### src/rtl/core/aftf_pkg.sv
// ----------------------------------------------------------------------------
// Transmit frame framer package
// Shared types and constants for the transmit-request frame serializer.
// ----------------------------------------------------------------------------
package aftf_pkg;

  // Item kinds on the input channel
  typedef enum logic [0:0] {
    OpHeader  = 1'b0,
    OpPayload = 1'b1
  } op_e;

  // Configuration register map
  localparam int unsigned CfgIdxW        = 8;
  localparam logic [CfgIdxW-1:0] CfgFrameStart = 8'd0;
  localparam logic [CfgIdxW-1:0] CfgTxApiId    = 8'd1;

  // Register reset values
  localparam logic [7:0] FrameStartRst = 8'd126;
  localparam logic [7:0] TxApiIdRst    = 8'd16;

  // Field widths
  localparam int unsigned ByteW  = 8;
  localparam int unsigned Addr64W = 64;
  localparam int unsigned Addr16W = 16;
  localparam int unsigned PlenW  = 9;
  localparam int unsigned FlenW  = 16;

  // Frame layout: start, length (2), API id, frame id, addr64 (8), addr16 (2),
  // radius, options -> 17 header bytes; summing starts at the API id.
  localparam int unsigned HdrBytes    = 17;
  localparam int unsigned IdxW        = 5;
  localparam logic [IdxW-1:0] SumStartIdx = 5'd3;
  localparam logic [IdxW-1:0] LastHdrIdx  = 5'd16;
  localparam logic [IdxW-1:0] CsumHdrIdx  = 5'd17;
  localparam logic [FlenW-1:0] FixedBodyLen = 16'd14;
  localparam logic [ByteW-1:0] CsumBase   = 8'hFF;

endpackage

### src/rtl/core/aftf_if.sv
// ----------------------------------------------------------------------------
// Transmit frame framer channels
// Valid/ready channels for input items, result bytes and register writes.
// ----------------------------------------------------------------------------
interface aftf_item_if;
  import aftf_pkg::*;

  logic                 valid;
  logic                 ready;
  logic [0:0]           operation;
  logic [ByteW-1:0]     frame_id;
  logic [Addr64W-1:0]   dest_addr64;
  logic [Addr16W-1:0]   dest_addr16;
  logic [ByteW-1:0]     radius;
  logic [ByteW-1:0]     send_options;
  logic [PlenW-1:0]     payload_length;
  logic [ByteW-1:0]     payload_byte;

  modport source (
    output valid, operation, frame_id, dest_addr64, dest_addr16, radius,
           send_options, payload_length, payload_byte,
    input  ready
  );
  modport sink (
    input  valid, operation, frame_id, dest_addr64, dest_addr16, radius,
           send_options, payload_length, payload_byte,
    output ready
  );
endinterface

interface aftf_result_if;
  import aftf_pkg::*;

  logic             valid;
  logic             ready;
  logic [ByteW-1:0] out_byte;
  logic             last_in_run;
  logic             frame_done;
  logic             order_error;

  modport source (
    output valid, out_byte, last_in_run, frame_done, order_error,
    input  ready
  );
  modport sink (
    input  valid, out_byte, last_in_run, frame_done, order_error,
    output ready
  );
endinterface

interface aftf_cfg_if;
  import aftf_pkg::*;

  logic               valid;
  logic               ready;
  logic [CfgIdxW-1:0] index;
  logic [ByteW-1:0]   data;

  modport source (
    output valid, index, data,
    input  ready
  );
  modport sink (
    input  valid, index, data,
    output ready
  );
endinterface

### src/rtl/core/api_frame_transmit_framer.sv
// Path: a taken item is held in the work stage, and each result byte is registered in the output register.
// Throughput: one result byte per cycle while the output is not stalled,
// limited by the single output register; a payload item yields one byte
// (two when it closes the frame), a header item 17 bytes (18 with empty payload).
// Reset: asynchronous, active low; clears the checksum, closes any frame
// and restores the start and API id registers.
// ----------------------------------------------------------------------------
// Transmit frame framer
// Serializes transmit-request API frames byte by byte with a closing checksum.
// ----------------------------------------------------------------------------
module api_frame_transmit_framer #(
  parameter int unsigned MAX_PAYLOAD = 256
) (
  input logic          clk_i,
  input logic          rst_ni,
  aftf_item_if.sink    item_i,
  aftf_result_if.source result_o,
  aftf_cfg_if.sink     cfg_i
);
  import aftf_pkg::*;

  localparam logic [31:0] MaxPayloadW = 32'(MAX_PAYLOAD);

  // Configuration registers
  logic [ByteW-1:0] frame_start_q, tx_api_id_q;

  // Work stage: held item and byte position within its results
  logic                stage_valid_q;
  op_e                 op_q;
  logic [ByteW-1:0]    frame_id_q;
  logic [Addr64W-1:0]  addr64_q;
  logic [Addr16W-1:0]  addr16_q;
  logic [ByteW-1:0]    radius_q;
  logic [ByteW-1:0]    options_q;
  logic [PlenW-1:0]    plen_q;
  logic [ByteW-1:0]    pbyte_q;
  logic [IdxW-1:0]     idx_q;

  // Frame state
  logic [ByteW-1:0] sum_q, sum_d;
  logic [PlenW-1:0] rem_q, rem_d;

  // Output register
  logic             out_valid_q;
  logic [ByteW-1:0] out_byte_q;
  logic             out_last_q, out_done_q, out_err_q;

  // Emit decode
  logic             emit, item_accept;
  logic [ByteW-1:0] emit_byte;
  logic             emit_last, emit_done, emit_err, emit_summed;
  logic [PlenW-1:0] plen_sat;
  logic [FlenW-1:0] flen;
  logic [ByteW-1:0] hdr_bytes [2**IdxW];

  // Configuration writes are always taken
  assign cfg_i.ready = 1'b1;

  always_ff @(posedge clk_i or negedge rst_ni) begin
    if (!rst_ni) begin
      frame_start_q <= FrameStartRst;
      tx_api_id_q   <= TxApiIdRst;
    end else if (cfg_i.valid) begin
      case (cfg_i.index)
        CfgFrameStart: frame_start_q <= cfg_i.data;
        CfgTxApiId:    tx_api_id_q   <= cfg_i.data;
        default:       ;
      endcase
    end
  end

  // Clamp the payload length to the supported maximum
  always_comb begin
    if (32'(item_i.payload_length) > MaxPayloadW) begin
      plen_sat = MaxPayloadW[PlenW-1:0];
    end else begin
      plen_sat = item_i.payload_length;
    end
  end

  // Produce a byte whenever the output register is free or drains
  assign emit        = stage_valid_q && (!out_valid_q || result_o.ready);
  assign item_i.ready = !stage_valid_q || (emit && emit_last);
  assign item_accept = item_i.valid && item_i.ready;

  // Hold the item in the work stage
  always_ff @(posedge clk_i or negedge rst_ni) begin
    if (!rst_ni) begin
      stage_valid_q <= 1'b0;
      idx_q         <= '0;
    end else if (item_accept) begin
      stage_valid_q <= 1'b1;
      idx_q         <= '0;
    end else if (emit) begin
      if (emit_last) begin
        stage_valid_q <= 1'b0;
      end
      idx_q <= idx_q + 1'b1;
    end
  end

  always_ff @(posedge clk_i) begin
    if (item_accept) begin
      op_q       <= op_e'(item_i.operation);
      frame_id_q <= item_i.frame_id;
      addr64_q   <= item_i.dest_addr64;
      addr16_q   <= item_i.dest_addr16;
      radius_q   <= item_i.radius;
      options_q  <= item_i.send_options;
      plen_q     <= plen_sat;
      pbyte_q    <= item_i.payload_byte;
    end
  end

  // Lay out the header bytes in transmit order
  assign flen = FixedBodyLen + {{(FlenW-PlenW){1'b0}}, plen_q};

  always_comb begin
    for (int i = 0; i < 2**IdxW; i++) begin
      hdr_bytes[i] = '0;
    end
    hdr_bytes[0]  = frame_start_q;
    hdr_bytes[1]  = flen[15:8];
    hdr_bytes[2]  = flen[7:0];
    hdr_bytes[3]  = tx_api_id_q;
    hdr_bytes[4]  = frame_id_q;
    for (int i = 0; i < 8; i++) begin
      hdr_bytes[5+i] = addr64_q[(7-i)*8 +: 8];
    end
    hdr_bytes[13] = addr16_q[15:8];
    hdr_bytes[14] = addr16_q[7:0];
    hdr_bytes[15] = radius_q;
    hdr_bytes[16] = options_q;
  end

  // Select the byte for the current position
  always_comb begin
    emit_byte   = CsumBase - sum_q;
    emit_last   = 1'b1;
    emit_done   = 1'b1;
    emit_err    = 1'b0;
    emit_summed = 1'b0;
    case (op_q)
      OpHeader: begin
        if (idx_q != CsumHdrIdx) begin
          emit_byte   = hdr_bytes[idx_q];
          emit_done   = 1'b0;
          emit_last   = (idx_q == LastHdrIdx) && (plen_q != '0);
          emit_summed = (idx_q >= SumStartIdx);
        end
      end
      OpPayload: begin
        if (idx_q == '0) begin
          emit_done = 1'b0;
          if (rem_q == '0) begin
            emit_byte = '0;
            emit_err  = 1'b1;
          end else begin
            emit_byte   = pbyte_q;
            emit_summed = 1'b1;
            emit_last   = (rem_q != PlenW'(1));
          end
        end
      end
      default: ;
    endcase
  end

  // Advance the checksum and the payload count
  always_comb begin
    sum_d = sum_q;
    rem_d = rem_q;
    if (emit) begin
      if (op_q == OpHeader && idx_q == '0) begin
        sum_d = '0;
        rem_d = plen_q;
      end
      if (emit_summed) begin
        sum_d = sum_q + emit_byte;
        if (op_q == OpPayload) begin
          rem_d = rem_q - 1'b1;
        end
      end
    end
  end

  always_ff @(posedge clk_i or negedge rst_ni) begin
    if (!rst_ni) begin
      sum_q <= '0;
      rem_q <= '0;
    end else begin
      sum_q <= sum_d;
      rem_q <= rem_d;
    end
  end

  // Output register
  always_ff @(posedge clk_i or negedge rst_ni) begin
    if (!rst_ni) begin
      out_valid_q <= 1'b0;
    end else if (emit) begin
      out_valid_q <= 1'b1;
    end else if (result_o.ready) begin
      out_valid_q <= 1'b0;
    end
  end

  always_ff @(posedge clk_i) begin
    if (emit) begin
      out_byte_q <= emit_byte;
      out_last_q <= emit_last;
      out_done_q <= emit_done;
      out_err_q  <= emit_err;
    end
  end

  assign result_o.valid       = out_valid_q;
  assign result_o.out_byte    = out_byte_q;
  assign result_o.last_in_run = out_last_q;
  assign result_o.frame_done  = out_done_q;
  assign result_o.order_error = out_err_q;

`ifndef SYNTHESIS
  // The checksum closes a frame only once all payload bytes are in
  assert property (@(posedge clk_i) disable iff (!rst_ni)
    (emit && emit_done) |-> (rem_q == '0))
    else $error("checksum emitted with payload bytes outstanding");

  // An error result is a lone zero byte that ends its item
  assert property (@(posedge clk_i) disable iff (!rst_ni)
    (emit && emit_err) |-> (emit_last && !emit_done && emit_byte == '0))
    else $error("malformed order error result");

  // A checksum always ends the item's run
  assert property (@(posedge clk_i) disable iff (!rst_ni)
    (emit && emit_done) |-> emit_last)
    else $error("checksum not marked last in run");

  // Each emitted byte lands in the output register next cycle
  assert property (@(posedge clk_i) disable iff (!rst_ni)
    emit |=> (out_valid_q && out_byte_q == $past(emit_byte)))
    else $error("emitted byte lost");

  // An empty work stage never blocks input
  assert property (@(posedge clk_i) disable iff (!rst_ni)
    !stage_valid_q |-> item_i.ready)
    else $error("input stalled with idle work stage");
`endif

endmodule
### src/flat_wrapper.sv
// flat-port wrapper written by rule: the top's interface ports become plain ports
module api_frame_transmit_framer_flat import aftf_pkg::*;
#(
  parameter int unsigned MAX_PAYLOAD = 256
)
  (clk_i, rst_ni, item_i_valid, item_i_operation, item_i_frame_id, item_i_dest_addr64, item_i_dest_addr16, item_i_radius, item_i_send_options, item_i_payload_length, item_i_payload_byte, item_i_ready, result_o_valid, result_o_out_byte, result_o_last_in_run, result_o_frame_done, result_o_order_error, result_o_ready, cfg_i_valid, cfg_i_index, cfg_i_data, cfg_i_ready);
  aftf_item_if item_i_i ();
  aftf_result_if result_o_i ();
  aftf_cfg_if cfg_i_i ();
  input logic clk_i;
  input logic rst_ni;
  input wire logic [$bits(item_i_i.valid)-1:0] item_i_valid;
  input wire logic [$bits(item_i_i.operation)-1:0] item_i_operation;
  input wire logic [$bits(item_i_i.frame_id)-1:0] item_i_frame_id;
  input wire logic [$bits(item_i_i.dest_addr64)-1:0] item_i_dest_addr64;
  input wire logic [$bits(item_i_i.dest_addr16)-1:0] item_i_dest_addr16;
  input wire logic [$bits(item_i_i.radius)-1:0] item_i_radius;
  input wire logic [$bits(item_i_i.send_options)-1:0] item_i_send_options;
  input wire logic [$bits(item_i_i.payload_length)-1:0] item_i_payload_length;
  input wire logic [$bits(item_i_i.payload_byte)-1:0] item_i_payload_byte;
  output wire logic [$bits(item_i_i.ready)-1:0] item_i_ready;
  output wire logic [$bits(result_o_i.valid)-1:0] result_o_valid;
  output wire logic [$bits(result_o_i.out_byte)-1:0] result_o_out_byte;
  output wire logic [$bits(result_o_i.last_in_run)-1:0] result_o_last_in_run;
  output wire logic [$bits(result_o_i.frame_done)-1:0] result_o_frame_done;
  output wire logic [$bits(result_o_i.order_error)-1:0] result_o_order_error;
  input wire logic [$bits(result_o_i.ready)-1:0] result_o_ready;
  input wire logic [$bits(cfg_i_i.valid)-1:0] cfg_i_valid;
  input wire logic [$bits(cfg_i_i.index)-1:0] cfg_i_index;
  input wire logic [$bits(cfg_i_i.data)-1:0] cfg_i_data;
  output wire logic [$bits(cfg_i_i.ready)-1:0] cfg_i_ready;
  assign item_i_i.valid = item_i_valid;
  assign item_i_i.operation = item_i_operation;
  assign item_i_i.frame_id = item_i_frame_id;
  assign item_i_i.dest_addr64 = item_i_dest_addr64;
  assign item_i_i.dest_addr16 = item_i_dest_addr16;
  assign item_i_i.radius = item_i_radius;
  assign item_i_i.send_options = item_i_send_options;
  assign item_i_i.payload_length = item_i_payload_length;
  assign item_i_i.payload_byte = item_i_payload_byte;
  assign item_i_ready = item_i_i.ready;
  assign result_o_valid = result_o_i.valid;
  assign result_o_out_byte = result_o_i.out_byte;
  assign result_o_last_in_run = result_o_i.last_in_run;
  assign result_o_frame_done = result_o_i.frame_done;
  assign result_o_order_error = result_o_i.order_error;
  assign result_o_i.ready = result_o_ready;
  assign cfg_i_i.valid = cfg_i_valid;
  assign cfg_i_i.index = cfg_i_index;
  assign cfg_i_i.data = cfg_i_data;
  assign cfg_i_ready = cfg_i_i.ready;
  api_frame_transmit_framer #(.MAX_PAYLOAD(MAX_PAYLOAD)) u_core (.clk_i(clk_i), .rst_ni(rst_ni), .item_i(item_i_i), .result_o(result_o_i), .cfg_i(cfg_i_i));
endmodule
### config.mk
export PLATFORM = sky130hd
export DESIGN_NAME = api_frame_transmit_framer_flat
export DESIGN_NICKNAME = d
export VERILOG_FILES = /design/src/rtl/core/aftf_pkg.sv /design/src/rtl/core/aftf_if.sv /design/src/rtl/core/api_frame_transmit_framer.sv /design/src/flat_wrapper.sv
export SDC_FILE = /design/constraint.sdc
export NUM_CORES = 1
export LEC_CHECK = 0
export BUFFER_PORTS_ARGS = -buffer_cell sky130_fd_sc_hd__buf_2
export CORE_MARGIN = 2
export CORE_UTILIZATION = 23
export CTS_CLUSTER_SIZE = 10
export DETAILED_ROUTE_END_ITERATION = 16
export REMOVE_ABC_BUFFERS = 1
export SLEW_MARGIN = 30
export SYNTH_ARGS = -nofsm -noshare
export SYNTH_HDL_FRONTEND = slang
export SYNTH_SLANG_ARGS = --single-unit
### constraint.sdc
create_clock -name clk_i -period 7.8 [get_ports clk_i]
set_clock_uncertainty 0.05 [all_clocks]
set_input_delay 0.78 -clock clk_i [delete_from_list [all_inputs] [get_ports clk_i]]
set_output_delay 0.78 -clock clk_i [all_outputs]
set_load 0.02 [all_outputs]
Yosys cells after proc, flatten, opt, wreduce, memory -nomap -nowiden
Index checks and enable logic that the tools add are counted.
- register bits after elaboration: 173
- ROM bits: 0
- bits in latches: 0
- memories kept: 0
- memory bits (writable): 0
- output and inout port bits: 14
- shift operators: 0
- add/subtract/negate cells: 5
- divide/modulo/power cells: 0
- reductions and logical operators: 22
- eq/ne operators: 4
- multipliers: 0
- magnitude comparators: 3
- bitwise logic cells: 2
- muxes and demuxes: 31
- operators with widths (kind ; count):
    2-to-1 mux 8 bit ; 7
    binary-select mux 8 bit (select 5 bit) ; 1
    2-to-1 mux 9 bit ; 3
    case mux 8 bit (2 select lines) ; 1
    2-to-1 mux 1 bit ; 14
    adder 4 x 9 -> 10 bit, first input constant ; 1
    2-to-1 mux 5 bit ; 2
    AND reduction 2 bit ; 5
    > comparator 9 bit, second input constant ; 1
    logical NOT 9 bit ; 1
    inequality test 9 x 1 -> 1 bit, second input constant ; 1
    nonzero test 9 bit ; 1
    subtractor 9 x 1 -> 9 bit, second input constant ; 1
    adder 8 bit ; 1
    equality test 8 x 1 -> 1 bit, second input constant ; 1
    logical NOT 8 bit ; 1
    nonzero test 2 bit ; 4
    subtractor 8 bit, first input constant ; 1
    greater-or-equal comparator 6 bit, second input constant ; 1
    NOT 5 -> 6 bit ; 1
    case mux 1 bit (2 select lines) ; 3
    adder 5 x 1 -> 5 bit, second input constant ; 1
    equality test 5 bit, second input constant ; 1
    greater-or-equal comparator 5 x 2 -> 1 bit, second input constant ; 1
    other kinds (6) ; 12

Logic depth before layout (Yosys ltp)
- depth in word-level cells: 9
- depth in mapped cells: 21
- depth with buffers taken out: 18

Worst setup path before layout
OpenSTA, ideal clock, no wires.
- path kind: register to register
- start: register u_core.idx_q[0]
- end: register u_core.addr16_q[0], enable pin
- library setup time: 0.531 ns
- buffers on the path: 4
- slack: 1.824 ns
- period minus slack after synthesis: 5.976 ns
- data required time: 7.219 ns
- stages on the path, launching flop included: 13
- arrival: 5.395 ns
- path through: dfrtp_1 > buf_4 > buf_6 > buf_6 > inv_1 > ha_1 > nor4b_2 > nand2_1 > nor2_1 > nor2_1 > a21bo_1 > and2_1 > clkbuf_1
- longest elaborated chain between the ends: 7
- elaborated cells on any way between the ends: 10
- classes of those cells: eq/ne (2); mux (3); reduce/logical (5)
- ends and longest elaborated chain (item ; line ; source):
    from (decl) ; api_frame_transmit_framer.sv:37 ; logic [IdxW-1:0] idx_q;
    from (signal assigned) ; api_frame_transmit_framer.sv:98 ; idx_q <= idx_q + 1'b1;
    equality test 5 bit ; api_frame_transmit_framer.sv:148 ; emit_last = (idx_q == LastHdrIdx) && (plen_q != '0);
    logical AND 1 bit ; api_frame_transmit_framer.sv:148 ;
    2-to-1 mux 1 bit ; api_frame_transmit_framer.sv:145 ; if (idx_q != CsumHdrIdx) begin
    case mux 1 bit (2 select lines) * ; api_frame_transmit_framer.sv:143 ; case (op_q)
    net u_core.emit_last ; api_frame_transmit_framer.sv:51 ; logic emit_last, emit_done, emit_err, emit_summed;
    logical AND 1 bit * ; api_frame_transmit_framer.sv:83 ; assign item_i.ready = !stage_valid_q || (emit && emit_last);
    logical OR 1 bit * ; api_frame_transmit_framer.sv:83 ;
    net item_i_ready ; flat_wrapper.sv:21 ; output wire logic [$bits(item_i_i.ready)-1:0] item_i_ready;
    logical AND 1 bit * ; api_frame_transmit_framer.sv:84 ; assign item_accept = item_i.valid && item_i.ready;
    net u_core.item_accept ; api_frame_transmit_framer.sv:49 ; logic emit, item_accept;
    to (signal assigned) ; api_frame_transmit_framer.sv:107 ; addr16_q <= item_i.dest_addr16;
    to (decl) ; api_frame_transmit_framer.sv:32 ; logic [Addr16W-1:0] addr16_q;
The timed path passes the listed nets; every way through them passes the cells marked *.
A chain may end at the register's enable or synchronous reset.

Worst setup path in the final report
- start: register u_core.idx_q[1]
- end: register u_core.sum_q[7]
- longest elaborated chain between the ends: 8
- elaborated cells on any way between the ends: 18
- classes of those cells: add/sub (1); order compare (1); eq/ne (1); mux (10); bitwise (1); reduce/logical (4)
- ends and longest elaborated chain (item ; line ; source):
    NOT 5 -> 6 bit (implied by the code) ; api_frame_transmit_framer.sv:146 ; emit_byte = hdr_bytes[idx_q];
    binary-select mux 8 bit (select 5 bit) ; api_frame_transmit_framer.sv:146 ;
    2-to-1 mux 8 bit (implied by the code) (2 in a row) ; api_frame_transmit_framer.sv:146 ;
    2-to-1 mux 8 bit ; api_frame_transmit_framer.sv:145 ;
    case mux 8 bit (2 select lines) * ; api_frame_transmit_framer.sv:143 ;
    net u_core.emit_byte[1] ; api_frame_transmit_framer.sv:50 ; logic [ByteW-1:0] emit_byte;
    adder 8 bit * ; api_frame_transmit_framer.sv:179 ; sum_d = sum_q + emit_byte;
    2-to-1 mux 8 bit * ; api_frame_transmit_framer.sv:178 ; if (emit_summed) begin
    to (signal assigned) ; api_frame_transmit_framer.sv:192 ; sum_q <= sum_d;
    to (decl) ; api_frame_transmit_framer.sv:40 ; logic [ByteW-1:0] sum_q, sum_d;
The timed path passes the listed nets; every way through them passes the cells marked *. The select of a mux whose other input is x is not followed.

==> key figures <==
Yosys
  – Primary FF master, synth: edfxtp_1
  – Multiplexer share of the synthesized area: 11.8%
  – Synth Area in Adders: 2.53%
  – Cell Area, Synth: 0.00773 sq mm
  – Post-Synth Simple-Gate Area: 8.35%
  – Yosys cell types: 68
  – Cell count after synthesis: 520
  – Seq/Total Area, Yosys: 64.7%
  – Yosys Warn Count: 0
  – Xor and xnor area share after synthesis: 1.59%
  – Share of the synthesized area in the top cell type: 51.7%
  – Top post-synthesis cells by area: edfxtp_1 (52%), dfrtp_1 (11%), mux4_2 (8.2%), mux2_2 (2.5%), dfstp_2 (2.4%)
  – Cell with the most instances after synthesis: edfxtp_1
  – Top cells by count, synth: edfxtp_1 (133), nor2_1 (35), a21oi_1 (34)
  – Synth Register Bits: 173
  – Largest family of logic cells by synthesized area: multiplexers
  – Syn_area_per_cell: 14.9 sq um
  – Synth Area in Compound Gates: 8.61%
  – Post-synth EDFFs: 133
  – Cell taking the most area after synthesis: edfxtp_1
  – Async set or reset register ratio after synthesis: 23.1%

Clock tree
  – Post-CTS Repair Setup Buffers: 0
  – Post-cts resize count: 0
  – CTS clk-pin slew, worst paths: 70 ps
  – Clock sinks: 173
  – Worst skew pair latency: 440 ps
  – Clk buf depth: 2
  – Root buffer cell: clkbuf_16
  – TritonCTS clock tree: done
  – Hold-fix buffers, CTS: 0
  – Max H-tree Level: 4
  – CTS buffer count: 17

Pwr
  – Peak supply drop: 0.118 mV
  – Power Density: 313 mW/mm^2
  – Leakage: 3.62 nW

Worst setup path
  – Beginning of the critical path: u_core.idx_q[1]$_DFFE_PN0P_
  – Setup crit end: u_core.sum_q[7]$_DFFE_PN0P_
  – Reg2reg setup slack: 3320 ps
  – Reg2reg path depth: 17
  – Crit path launch type: flop
  – Worst r2r dst: u_core.sum_q[7]$_DFFE_PN0P_
  – Worst r2r src: u_core.idx_q[1]$_DFFE_PN0P_
  – Crit path arrival time: 4740 ps
  – Max FO, Critical Path: 37
  – WP data required: 8060 ps
  – Critical Path End Type: flop
  – WS Path Type: reg -> reg

Cells and area
  – Final Net Count: 833
  – Area Overhead vs Synth: 24.2%
  – Area occupied by multi-input gates: 0.00254 sq mm
  – Fillers: 3,347
  – Layout cell share with drive strength beyond 1: 37.6%
  – Register area: 0.00500 sq mm

GRT
  – Grt ovf: 0
  – Vias in the first global route: 5,006
  – First-pass GRT wire length: 30,400 um
  – Largest net degree at the start of global routing: 69
  – Initial antenna violation count: 6
  – GRT Total Usage: 11.6%

Drt
  – Routed wire length: 19,700 um
  – First DRT Iteration DRCs: 414
  – WL/cell: 17.3 um
  – Routed vias: 4,996
  – Vias per cell: 4.39
  – Residual DRC: 0
  – DRT antenna net count: 0
  – TritonRoute pass-1 iters: 4

Placement
  – Routability cong.: 0.781
  – Hpwl dp: 14,100 um
  – IO buf count: 155

Floorplan
  – Die area: 0.0351 sq mm
  – Io pins: 157
  – Die Ht: 187 um
  – Chip width: 187 um
  – Core ar.: 0.0333 sq mm
  – FP Rows: 67
  – Initial Utilization: 23.2%

Timing
  – Slew margin rel.: 40.1%
  – Measured slew at the worst slew-check pin: 896 ps
  – Fin crit share: 57.5%
  – Fin. Hold Viols: 0
  – Peak Freq: 223 MHz
  – Final TNS setup: 0 ps
  – Final period demand of the worst path: 4480 ps
  – Setup Viol. Count Final: 0
  – RSZ-0062 raised after global routing: no
  – Fin. max-slew vios: 0
  – Fin Hold WS: 300 ps

Min path
  – Hold WC Path Type: in -> async

Outcome
  – Outcome: finished, final reports clean

Flow run
  – Max-Cap Viols: 0
## cell families (layout without fill, tap and decap cells)
logic type,count (synthesis),in the layout
DFF,173,173
and+or+nand+nor,124,124
AOI/OAI and AO/OA,103,103
muxes,52,52
buffers and inverters,38,206
adders and majority gates,15,15
xor gates and xnor gates,14,14
other,1,3
## worst max-delay path, stage by stage, from the launching register on
cell and delay (ps):
dfrtp_1 360, buf_4 280, inv_1 220, ha_1 210, or4b_4 510, a31oi_2 530, a21boi_2 130, a21oi_1 160
nor2_1 60, a211oi_1 270, ha_1 290, a21o_1 170, a21oi_1 200, o21ai_0 160, o41ai_1 350, nor3_1 90
nand3b_1 190, mux2i_1 130
## layout make-up
type                    instances  area share (%)
diodes                          2          0.0521
clock buffers                  17            4.43
clock inverters                15            2.01
inverters                      14           0.547
multi-input cells             309            26.5
flip-flops and latches        173            52.1
well taps                     448            5.84
repair buffers                160            8.50
## where the power goes
part           switching, mW  internal [mW]  total, mW  leakage (nW)
clock                  0.414          0.465      0.878         0.302
combinational          0.523          0.405      0.927          1.58
sequential            0.0875           1.12       1.20          1.73
## worst min path at each step
stage                                     start                           endpoint  slack (ps)
2_1_floorplan  u_core.stage_valid_q$_DFFE_PN0P_  u_core.result_o.valid$_DFFE_PN0P_         400
3_3_place_gp   u_core.stage_valid_q$_DFFE_PN0P_  u_core.result_o.valid$_DFFE_PN0P_         420
6_report                                 rst_ni        u_core.sum_q[4]$_DFFE_PN0P_         300
3_5_place_dp        u_core.sum_q[7]$_DFFE_PN0P_        u_core.sum_q[7]$_DFFE_PN0P_         430
5_1_grt                                  rst_ni        u_core.sum_q[4]$_DFFE_PN0P_         320
4_1_cts                                  rst_ni        u_core.idx_q[3]$_DFFE_PN0P_         300
## cells in the final DEF, fill, tap and decap left out, types with 5 or more instances in the layout
cell type | synthesis | routed
a211oi_1 | 6 | 6
a21oi_1 | 34 | 34
a31oi_1 | 5 | 5
buf_2 | 4 | 154
buf_4 | 4 | 6
clkbuf_16 | 0 | 17
dfrtp_1 | 33 | 32
dfstp_2 | 7 | 7
edfxtp_1 | 133 | 133
ha_1 | 14 | 14
inv_1 | 14 | 14
mux2_2 | 17 | 17
mux2i_1 | 6 | 6
mux4_2 | 28 | 28
nand2_1 | 26 | 26
nand2b_1 | 8 | 8
nand3_1 | 14 | 14
nor2_1 | 35 | 35
nor2b_1 | 10 | 10
o21ai_0 | 23 | 23
xnor2_1 | 5 | 5
xor2_1 | 9 | 9
## routing by layer
metal | vias up | routed length [um] | track usage, %
met2 | 173 | 9120 | 17.8
met3 | 26 | 1210 | 3.08
met5 | - | 42 | 0
met4 | 8 | 371 | 4.49
met1 | 2464 | 8970 | 15.6
li1 | 2325 | - | -
## state kept, by name, summed over array words and instances (netlist names), 5 cells and up
register / flops
u_core.addr16_q: 16
u_core.result_o.out_byte: 8
u_core.plen_q: 9
u_core.pbyte_q: 8
u_core.frame_id_q: 8
u_core.tx_api_id_q: 8
u_core.frame_start_q: 8
u_core.options_q: 8
u_core.rem_q: 9
u_core.addr64_q: 64
u_core.sum_q: 8
u_core.radius_q: 8
u_core.idx_q: 5
## metrics by stage
step           std cells  total power [mW]  area [sq um]  utilization (%)  setup slack [ps]
6_report            1138              3.01          9600             28.8              3320
5_1_grt             1138              3.19          9600             28.8              2970
4_1_cts             1136              3.05          9600             28.8              3320
3_5_place_dp        1104              2.16          8980             27.0              3350
3_3_place_gp        1104              2.15          8970             27.0              3490
2_1_floorplan        496              1.86          7600                -              1730
Note: power is estimated with default switching activity, not from simulation.
